==> config.mk <==
export PLATFORM = sky130hd
export DESIGN_NAME = deadline_ordered_task_queue
export DESIGN_NICKNAME = d
export VERILOG_FILES = /design/src/dotq_pkg.sv /design/src/dotq_ram.sv /design/src/dotq_datapath.sv /design/src/dotq_ctrl.sv /design/src/deadline_ordered_task_queue.sv
export SDC_FILE = /design/constraint.sdc
export NUM_CORES = 1
export LEC_CHECK = 0
export BUFFER_PORTS_ARGS = -buffer_cell sky130_fd_sc_hd__buf_2
export CAP_MARGIN = 0
export CELL_PAD_IN_SITES_DETAIL_PLACEMENT = 0
export CELL_PAD_IN_SITES_GLOBAL_PLACEMENT = 1
export CORE_UTILIZATION = 40
export DETAILED_ROUTE_END_ITERATION = 8
export GPL_TIMING_DRIVEN = 0
export PLACE_DENSITY = 0.7
export SLEW_MARGIN = 0
export SYNTH_ARGS = -nofsm -noshare
export SYNTH_HDL_FRONTEND = slang
export SYNTH_SLANG_ARGS = --single-unit
==> constraint.sdc <==
create_clock -name clk -period 5.9 [get_ports clk]
set_input_delay 1.18 -clock clk [delete_from_list [all_inputs] [get_ports clk]]
set_output_delay 1.18 -clock clk [all_outputs]
set_load 0.01 [all_outputs]
==> src/dotq_pkg.sv <==
// ============================================================================
// dotq_pkg: shared types and codes for the deadline ordered task queue
// Request and response payloads, command and status codes, and the
// control and status bundles between the controller and the datapath.
// ============================================================================
package dotq_pkg;

    // default sizing
    localparam int DEPTH_DEFAULT   = 16;
    localparam int ID_BITS_DEFAULT = 8;

    // request command codes
    localparam logic [1:0] CMD_INSERT = 2'd0;
    localparam logic [1:0] CMD_POP    = 2'd1;
    localparam logic [1:0] CMD_REMOVE = 2'd2;

    // response status codes
    localparam logic [1:0] ST_OK        = 2'd0;
    localparam logic [1:0] ST_EMPTY     = 2'd1;
    localparam logic [1:0] ST_FULL      = 2'd2;
    localparam logic [1:0] ST_NOT_FOUND = 2'd3;

    // request payload
    typedef struct packed {
        logic [1:0]  command;
        logic [7:0]  task_id;
        logic [31:0] deadline;
    } req_t;

    // response payload
    typedef struct packed {
        logic [1:0]  status;
        logic [7:0]  entry_task;
        logic [31:0] entry_deadline;
        logic [4:0]  occupancy;
        logic        head_valid;
        logic [7:0]  head_task;
    } rsp_t;

    // controller to datapath commands
    typedef struct packed {
        logic load;        // capture the request
        logic init;        // set up the walk index
        logic rd;          // read slot at walk index
        logic ins_shift;   // move read slot one place toward the tail
        logic ins_place;   // write new task after the read slot
        logic ins_place0;  // write new task at the head slot
        logic rem_eval;    // check read slot for match, close the gap behind
        logic rem_close;   // finish removal, settle status and count
        logic set_full;    // insert rejected
        logic set_empty;   // pop or remove on empty queue
        logic set_unused;  // unknown command, no change
        logic head_rd;     // read head slot
        logic head_cap;    // capture head task
        logic publish;     // load the response register
    } dotq_ctrl_t;

    // datapath to controller status
    typedef struct packed {
        logic [1:0] command;
        logic       full;
        logic       empty;
        logic       later;     // read slot deadline is later than new one
        logic       idx_zero;
        logic       idx_last;
        logic       out_busy;
    } dotq_stat_t;

endpackage

==> src/dotq_ram.sv <==
// ============================================================================
// dotq_ram: generic single write, single read memory
// One write port and one read port, read data registered.
// ============================================================================
module dotq_ram #(
    parameter int WIDTH = 40,
    parameter int DEPTH = 16
) (
    input  logic                     clk,
    input  logic                     we,
    input  logic [$clog2(DEPTH)-1:0] waddr,
    input  logic [WIDTH-1:0]         wdata,
    input  logic                     re,
    input  logic [$clog2(DEPTH)-1:0] raddr,
    output logic [WIDTH-1:0]         rdata
);

    logic [WIDTH-1:0] mem [DEPTH];
    logic [WIDTH-1:0] rdata_reg;

    // write port
    always_ff @(posedge clk)
    begin
        if (we)
        begin
            mem[waddr] <= wdata;
        end
    end

    // registered read port
    always_ff @(posedge clk)
    begin
        if (re)
        begin
            rdata_reg <= mem[raddr];
        end
    end

    assign rdata = rdata_reg;

endmodule

==> src/dotq_datapath.sv <==
// ============================================================================
// dotq_datapath: slot memory, walk index, count and response register
// Carries out the controller's commands one slot access per cycle.
// ============================================================================
module dotq_datapath #(
    parameter int DEPTH   = dotq_pkg::DEPTH_DEFAULT,
    parameter int ID_BITS = dotq_pkg::ID_BITS_DEFAULT
) (
    input  logic                clk,
    input  logic                rst_n,
    input  dotq_pkg::req_t      in_data,
    input  dotq_pkg::dotq_ctrl_t ctrl,
    output dotq_pkg::dotq_stat_t stat,
    output logic                out_valid,
    input  logic                out_ready,
    output dotq_pkg::rsp_t      out_data
);

    localparam int AW = $clog2(DEPTH);
    localparam int CW = $clog2(DEPTH + 1);
    localparam int SW = ID_BITS + 32;

    // latched request
    logic [1:0]         cmd_reg;
    logic [ID_BITS-1:0] id_reg;
    logic [31:0]        dl_reg;

    // walk and queue state
    logic [AW-1:0]      idx_reg;
    logic [CW-1:0]      count_reg;
    logic               found_reg;

    // response fields under construction
    logic [1:0]         res_status_reg;
    logic [ID_BITS-1:0] res_task_reg;
    logic [31:0]        res_dl_reg;
    logic               head_valid_reg;
    logic [ID_BITS-1:0] head_id_reg;

    // response register
    logic               out_valid_reg;
    dotq_pkg::rsp_t     out_data_reg;

    // memory ports
    logic               we;
    logic [AW-1:0]      waddr;
    logic [SW-1:0]      wdata;
    logic               re;
    logic [AW-1:0]      raddr;
    logic [SW-1:0]      rdata;

    logic [ID_BITS-1:0] rd_id;
    logic [31:0]        rd_dl;
    logic               match_now;
    logic [CW-1:0]      last_idx;

    assign rd_id = rdata[SW-1:32];
    assign rd_dl = rdata[31:0];

    assign last_idx  = count_reg - CW'(1);
    assign match_now = !found_reg && ((cmd_reg == dotq_pkg::CMD_POP) || (rd_id == id_reg));

    dotq_ram #(
        .WIDTH (SW),
        .DEPTH (DEPTH)
    ) u_slots (
        .clk   (clk),
        .we    (we),
        .waddr (waddr),
        .wdata (wdata),
        .re    (re),
        .raddr (raddr),
        .rdata (rdata)
    );

    // memory access selection
    always_comb
    begin
        we    = 1'b0;
        waddr = idx_reg + AW'(1);
        wdata = rdata;
        re    = 1'b0;
        raddr = idx_reg;
        if (ctrl.ins_shift)
        begin
            we = 1'b1;
        end
        if (ctrl.ins_place)
        begin
            we    = 1'b1;
            wdata = {id_reg, dl_reg};
        end
        if (ctrl.ins_place0)
        begin
            we    = 1'b1;
            waddr = '0;
            wdata = {id_reg, dl_reg};
        end
        if (ctrl.rem_eval && found_reg)
        begin
            we    = 1'b1;
            waddr = idx_reg - AW'(1);
        end
        if (ctrl.rd)
        begin
            re = 1'b1;
        end
        if (ctrl.head_rd)
        begin
            re    = (count_reg != '0);
            raddr = '0;
        end
    end

    // control state
    always_ff @(posedge clk or negedge rst_n)
    begin
        if (!rst_n)
        begin
            count_reg     <= '0;
            found_reg     <= 1'b0;
            out_valid_reg <= 1'b0;
        end
        else
        begin
            if (ctrl.init)
            begin
                found_reg <= 1'b0;
            end
            if (ctrl.rem_eval && match_now)
            begin
                found_reg <= 1'b1;
            end
            if (ctrl.ins_place || ctrl.ins_place0)
            begin
                count_reg <= count_reg + CW'(1);
            end
            if (ctrl.rem_close && found_reg)
            begin
                count_reg <= count_reg - CW'(1);
            end
            if (ctrl.publish)
            begin
                out_valid_reg <= 1'b1;
            end
            else if (out_ready)
            begin
                out_valid_reg <= 1'b0;
            end
        end
    end

    // request, walk index and response fields
    always_ff @(posedge clk)
    begin
        if (ctrl.load)
        begin
            cmd_reg <= in_data.command;
            id_reg  <= ID_BITS'(in_data.task_id);
            dl_reg  <= in_data.deadline;
        end
        if (ctrl.init)
        begin
            idx_reg <= (cmd_reg == dotq_pkg::CMD_INSERT) ? AW'(last_idx) : '0;
        end
        if (ctrl.ins_shift)
        begin
            idx_reg <= idx_reg - AW'(1);
        end
        if (ctrl.rem_eval)
        begin
            idx_reg <= idx_reg + AW'(1);
            if (match_now)
            begin
                res_task_reg <= rd_id;
                res_dl_reg   <= rd_dl;
            end
        end
        if (ctrl.ins_place || ctrl.ins_place0)
        begin
            res_status_reg <= dotq_pkg::ST_OK;
            res_task_reg   <= id_reg;
            res_dl_reg     <= dl_reg;
        end
        if (ctrl.set_full)
        begin
            res_status_reg <= dotq_pkg::ST_FULL;
            res_task_reg   <= id_reg;
            res_dl_reg     <= dl_reg;
        end
        if (ctrl.set_empty)
        begin
            res_status_reg <= dotq_pkg::ST_EMPTY;
            res_task_reg   <= (cmd_reg == dotq_pkg::CMD_REMOVE) ? id_reg : '0;
            res_dl_reg     <= '0;
        end
        if (ctrl.set_unused)
        begin
            res_status_reg <= dotq_pkg::ST_OK;
            res_task_reg   <= '0;
            res_dl_reg     <= '0;
        end
        if (ctrl.rem_close)
        begin
            if (found_reg)
            begin
                res_status_reg <= dotq_pkg::ST_OK;
            end
            else
            begin
                res_status_reg <= dotq_pkg::ST_NOT_FOUND;
                res_task_reg   <= id_reg;
                res_dl_reg     <= '0;
            end
        end
        if (ctrl.head_cap)
        begin
            head_valid_reg <= (count_reg != '0);
            head_id_reg    <= (count_reg != '0) ? rd_id : '0;
        end
        if (ctrl.publish)
        begin
            out_data_reg.status         <= res_status_reg;
            out_data_reg.entry_task     <= 8'(res_task_reg);
            out_data_reg.entry_deadline <= res_dl_reg;
            out_data_reg.occupancy      <= 5'(count_reg);
            out_data_reg.head_valid     <= head_valid_reg;
            out_data_reg.head_task      <= 8'(head_id_reg);
        end
    end

    // status back to the controller
    always_comb
    begin
        stat.command  = cmd_reg;
        stat.full     = (count_reg == CW'(DEPTH));
        stat.empty    = (count_reg == '0);
        stat.later    = (rd_dl > dl_reg);
        stat.idx_zero = (idx_reg == '0);
        stat.idx_last = (CW'(idx_reg) == last_idx);
        stat.out_busy = out_valid_reg && !out_ready;
    end

    assign out_valid = out_valid_reg;
    assign out_data  = out_data_reg;

    // count stays in range
    a_count_range: assert property (@(posedge clk) disable iff (!rst_n)
        count_reg <= CW'(DEPTH))
        else $error("queue count beyond depth");

    // insert writes stay inside the held region plus one
    a_ins_write_bound: assert property (@(posedge clk) disable iff (!rst_n)
        (ctrl.ins_shift || ctrl.ins_place) |-> (CW'(idx_reg) + CW'(1) <= count_reg))
        else $error("insert write past end of queue");

    // count moves by at most one per cycle
    a_count_step: assert property (@(posedge clk) disable iff (!rst_n)
        1'b1 |=> ((count_reg == $past(count_reg))
               || (count_reg == $past(count_reg) + CW'(1))
               || (count_reg + CW'(1) == $past(count_reg))))
        else $error("queue count jumped");

endmodule

==> src/dotq_ctrl.sv <==
// ============================================================================
// dotq_ctrl: command sequencer for the deadline ordered task queue
// Walks the slot memory for insert and removal, then reads the head and
// hands the response to the output register.
// ============================================================================
module dotq_ctrl (
    input  logic                 clk,
    input  logic                 rst_n,
    input  logic                 in_valid,
    output logic                 in_ready,
    input  dotq_pkg::dotq_stat_t stat,
    output dotq_pkg::dotq_ctrl_t ctrl
);

    localparam logic [3:0] S_IDLE     = 4'd0;
    localparam logic [3:0] S_DISPATCH = 4'd1;
    localparam logic [3:0] S_INS_RD   = 4'd2;
    localparam logic [3:0] S_INS_EV   = 4'd3;
    localparam logic [3:0] S_INS_PUT0 = 4'd4;
    localparam logic [3:0] S_REM_RD   = 4'd5;
    localparam logic [3:0] S_REM_EV   = 4'd6;
    localparam logic [3:0] S_REM_CLS  = 4'd7;
    localparam logic [3:0] S_HEAD_RD  = 4'd8;
    localparam logic [3:0] S_HEAD_EV  = 4'd9;
    localparam logic [3:0] S_FINISH   = 4'd10;

    logic [3:0] state_reg;
    logic [3:0] state_next;

    // state register
    always_ff @(posedge clk or negedge rst_n)
    begin
        if (!rst_n)
        begin
            state_reg <= S_IDLE;
        end
        else
        begin
            state_reg <= state_next;
        end
    end

    // next state and commands
    always_comb
    begin
        state_next = state_reg;
        ctrl       = '0;
        unique case (state_reg)
            S_IDLE:
            begin
                if (in_valid)
                begin
                    ctrl.load  = 1'b1;
                    state_next = S_DISPATCH;
                end
            end
            S_DISPATCH:
            begin
                ctrl.init = 1'b1;
                unique case (stat.command)
                    dotq_pkg::CMD_INSERT:
                    begin
                        if (stat.full)
                        begin
                            ctrl.set_full = 1'b1;
                            state_next    = S_HEAD_RD;
                        end
                        else if (stat.empty)
                        begin
                            state_next = S_INS_PUT0;
                        end
                        else
                        begin
                            state_next = S_INS_RD;
                        end
                    end
                    dotq_pkg::CMD_POP, dotq_pkg::CMD_REMOVE:
                    begin
                        if (stat.empty)
                        begin
                            ctrl.set_empty = 1'b1;
                            state_next     = S_HEAD_RD;
                        end
                        else
                        begin
                            state_next = S_REM_RD;
                        end
                    end
                    default:
                    begin
                        ctrl.set_unused = 1'b1;
                        state_next      = S_HEAD_RD;
                    end
                endcase
            end
            S_INS_RD:
            begin
                ctrl.rd    = 1'b1;
                state_next = S_INS_EV;
            end
            S_INS_EV:
            begin
                // later deadline moves down, otherwise the new task lands behind it
                if (stat.later)
                begin
                    ctrl.ins_shift = 1'b1;
                    state_next     = stat.idx_zero ? S_INS_PUT0 : S_INS_RD;
                end
                else
                begin
                    ctrl.ins_place = 1'b1;
                    state_next     = S_HEAD_RD;
                end
            end
            S_INS_PUT0:
            begin
                ctrl.ins_place0 = 1'b1;
                state_next      = S_HEAD_RD;
            end
            S_REM_RD:
            begin
                ctrl.rd    = 1'b1;
                state_next = S_REM_EV;
            end
            S_REM_EV:
            begin
                ctrl.rem_eval = 1'b1;
                state_next    = stat.idx_last ? S_REM_CLS : S_REM_RD;
            end
            S_REM_CLS:
            begin
                ctrl.rem_close = 1'b1;
                state_next     = S_HEAD_RD;
            end
            S_HEAD_RD:
            begin
                ctrl.head_rd = 1'b1;
                state_next   = S_HEAD_EV;
            end
            S_HEAD_EV:
            begin
                ctrl.head_cap = 1'b1;
                state_next    = S_FINISH;
            end
            S_FINISH:
            begin
                // wait for room in the response register
                if (!stat.out_busy)
                begin
                    ctrl.publish = 1'b1;
                    state_next   = S_IDLE;
                end
            end
            default:
            begin
                state_next = S_IDLE;
            end
        endcase
    end

    assign in_ready = (state_reg == S_IDLE);

    // response only loads into a free register
    a_publish_free: assert property (@(posedge clk) disable iff (!rst_n)
        ctrl.publish |-> !stat.out_busy)
        else $error("response loaded over a pending one");

    // one request at a time
    a_one_at_a_time: assert property (@(posedge clk) disable iff (!rst_n)
        (in_valid && in_ready) |=> !in_ready)
        else $error("request taken while busy");

    // removal walk only begins on a non-empty queue
    a_walk_nonempty: assert property (@(posedge clk) disable iff (!rst_n)
        (state_reg == S_DISPATCH && state_next == S_REM_RD) |-> !stat.empty)
        else $error("removal walk on empty queue");

endmodule

==> src/deadline_ordered_task_queue.sv <==
// ============================================================================
// deadline_ordered_task_queue: earliest deadline first ready queue
// Sorted task queue with insert, pop head and remove by id.
// ============================================================================
// usage
//   in_valid / in_ready / in_data carry one request: insert a task with its
//   deadline, pop the earliest deadline, or remove the first task matching
//   an id. ties in deadline leave in arrival order.
//   out_valid / out_ready / out_data return one response per request with
//   status, the entry concerned, the new occupancy and the new head task.
// request handling
//   one request at a time. the sequencer touches one slot of the single
//   read port memory at a time: insert walks from the tail toward its
//   place, pop and remove walk the whole held region, then the head
//   slot is read. rejected inserts, pop or remove on an empty queue and
//   the unused code go straight to the head read; insert into an empty
//   queue writes the head slot with no walk.
// reset
//   the queue comes up empty with no response pending; slot contents are
//   not cleared and are only read below the held count.
// stall
//   a response waits in the output register while out_ready is low; the
//   next request is taken meanwhile and holds only at its own response.
// ============================================================================
module deadline_ordered_task_queue #(
    parameter int DEPTH   = dotq_pkg::DEPTH_DEFAULT,
    parameter int ID_BITS = dotq_pkg::ID_BITS_DEFAULT
) (
    input  logic           clk,
    input  logic           rst_n,
    input  logic           in_valid,
    output logic           in_ready,
    input  dotq_pkg::req_t in_data,
    output logic           out_valid,
    input  logic           out_ready,
    output dotq_pkg::rsp_t out_data
);

    dotq_pkg::dotq_ctrl_t ctrl;
    dotq_pkg::dotq_stat_t stat;

    // sequencer
    dotq_ctrl u_ctrl (
        .clk      (clk),
        .rst_n    (rst_n),
        .in_valid (in_valid),
        .in_ready (in_ready),
        .stat     (stat),
        .ctrl     (ctrl)
    );

    // slot storage and response path
    dotq_datapath #(
        .DEPTH   (DEPTH),
        .ID_BITS (ID_BITS)
    ) u_datapath (
        .clk       (clk),
        .rst_n     (rst_n),
        .in_data   (in_data),
        .ctrl      (ctrl),
        .stat      (stat),
        .out_valid (out_valid),
        .out_ready (out_ready),
        .out_data  (out_data)
    );

endmodule

==> flow_summary.ini <==
[drt]
drt_iter0_markers = 2053
drt_pass1_iterations = 6
wire_per_inst_um = 26.1
ant_nets = 0
drc = 0
via_count = 20900
wl_um = 96800
viasPerCell = 5.65

[cells_and_area]
drive_gt1_frac = 0.211
mostFrequentLayoutCell = edfxtp_1
num-nets-final = 2572
final_area_mm2 = 0.0404
area_delta_synth_final_pct = 17.0
largest_reg_flops = 640
n_antenna_cell = 0
mostFrequentLayoutCells = edfxtp_1 (793), nand2_1 (198), mux2_2 (163)

[sta]
fmax_ghz = 0.193
tightest_slew_ns = 1.42
finalSetupViolCount = 0
setup_tns_ns = 0
fin_crit_ns = 5.17
worst_clock_skew_ns = 0.0259
fin_crit_sh = 0.876
rsz0062_at_grt = no
whs_ns = 0.405
finalHoldViolations = 0
relSlewSlack = 0.0462
worst_slack_ns = 0.731
final_max_slew_viol_count = 0

[placement]
portBuffers = 103
gp_congestion = 0.849
place_ws_ns = 0.832
hpwl_um = 65400
place_area_mm2 = 0.0375

[global_routing]
grt_pass1_vias = 20900
gr-total-overflow = 0
grt_pass1_wl_um = 140000
gr-usage-all-layers = 0.221
grt_max_degree = 43
antenna_found_initial = 2

[flow_run]
cap_viol_max_count = 0

[floorplanning]
coreArea_mm2 = 0.0854
io_pins = 104
die_w_um = 296
die_y_um = 296
die-area_mm2 = 0.0875
row_count = 107
initial_core_util = 0.404

[cts]
clk_latency_ns = 0.65
clkSinkCount = 844
root_buffer = clkbuf_16
clk_pin_slew_worst_paths_ns = 0.07
cts_made_buffers = 89
clk_path_buf_depth = 3
post_cts_buffers = 0
cts_tree = yes
cts.hold.buffers_added = 0
cts-resized-gates = 0
h-tree-depth = 3

[setup_path]
path_delay_family = buffers and inverters
required_ns = 6.23
path_max_fanout = 21
r2r_cells = 11
critPathSlowestCell = nor2_4
r2r-end = u_datapath.u_slots.mem[10][10]
end_kind = register
slowest_delay_ns = 0.74
crit_path_frequent_cell = clkbuf_1
path_buf_inv = 6
crit_type = reg -> reg
setup.worst_path.start_class = register
regToRegSetupSlack_ns = 0.73
crit_chain = clkbuf_1, clkbuf_1, clkbuf_1, clkbuf_1, inv_1, ha_1, a221oi_1, or2_1, nand2_1, nor2_4, buf_12
arrival_ns = 5.50
r2r-start = u_datapath.idx_reg[1]

[logic_synthesis]
synth_xor_area_frac = 0.00503
ys_dominant_reg_cell = edfxtp_1
synthArstFlopShare = 0.0130
synth_edf_count = 793
synth_compound_area_frac = 0.0987
synth_top_family_by_area = compound AO/OA/AOI/OAI gates
synth_area_per_cell_um2 = 15.4
ys_types = 70
ys_seq_area_frac = 0.720
yosys.area_share.simple = 0.0502
yosys_warnings = 0
synthAdderAreaFrac = 0.0148
synthCells = 2249
syn-cell-area_mm2 = 0.0345
synthMuxAreaShare = 0.0876
synth_nets = 2336
synth_seq_cells = 844

[min_path]
hp-class = in -> async

[power]
p_leak_uw = 0.0136
pwr_density_cell_mw_per_mm2 = 542
ir_drop_uv = 289

[outcome]
status = complete, no violations
[synthesized netlist by cell type, types with 42 or more instances]
cell type,count,share of area
edfxtp_1,793,0.69
nand3_1,60,0.0087
o21ai_0,126,0.018
clkbuf_1,112,0.012
mux2i_1,119,0.034
a221oi_1,83,0.021
mux2_2,163,0.053
a211oi_1,42,0.0091
inv_1,43,0.0047
a21oi_1,139,0.020
nand2_1,198,0.022
[routing by layer]
layer  GRT usage  wire length (um)  up-vias
met5      0.0105               140        -
met4      0.0815              3200        4
met3      0.0540              8380      178
met2       0.356             45300      876
met1       0.289             39800    10600
li1            -                 -     9310
[per-stage QoR]
stage | cells | utilization | power (uW)
after CTS | 3701 | 0.473 | 21900
final | 3704 | 0.473 | 21900
after global placement | 3496 | 0.427 | 16000
after detailed placement | 3535 | 0.439 | 16300
after global routing | 3704 | 0.473 | 22800
after floorplan | 2249 | - | 13200
[how the worst max path moves through the flow]
stage	from	endpoint	cells after the start
finish	u_datapath.idx_reg[1]	u_datapath.u_slots.mem[10][10]	11
global route	u_datapath.idx_reg[1]	u_datapath.u_slots.mem[8][14]	12
CTS	u_datapath.dl_reg[29]	u_datapath.u_slots.mem[7][16]	8
detailed placement	u_datapath.dl_reg[29]	u_datapath.u_slots.mem[3][16]	8
global placement	u_ctrl.state_reg[0]	u_datapath.u_slots.rdata[15]	3
floorplan	u_ctrl.state_reg[0]	u_datapath.u_slots.rdata[0]	3
[cell families after synthesis]
kind of cell             count (synthesis)
AO/OA/AOI/OAI                          500
flip-flops                             844
buffers and inverters                  193
AND/OR/NAND/NOR                        370
multiplexers                           282
XOR/XNOR                                19
adder cells (fa/ha/maj)                 41
[layout make-up]
class | instances | area (um2)
clock inverters | 48 | 439
well taps | 1144 | 1430
repair buffers | 145 | 1390
multi-input cells | 1212 | 9010
inverters | 44 | 165
flip-flops and latches | 844 | 24900
plain buffers | 149 | 632
fillers | 7442 | 45000
clock buffers | 118 | 2470
[power breakdown]
part	internal (uW)	total (uW)	switching, uW
Sequential	8410	8770	365
Clock	3220	5560	2350
Combinational	2250	7560	5300
(Power assumes the default switching activity.)
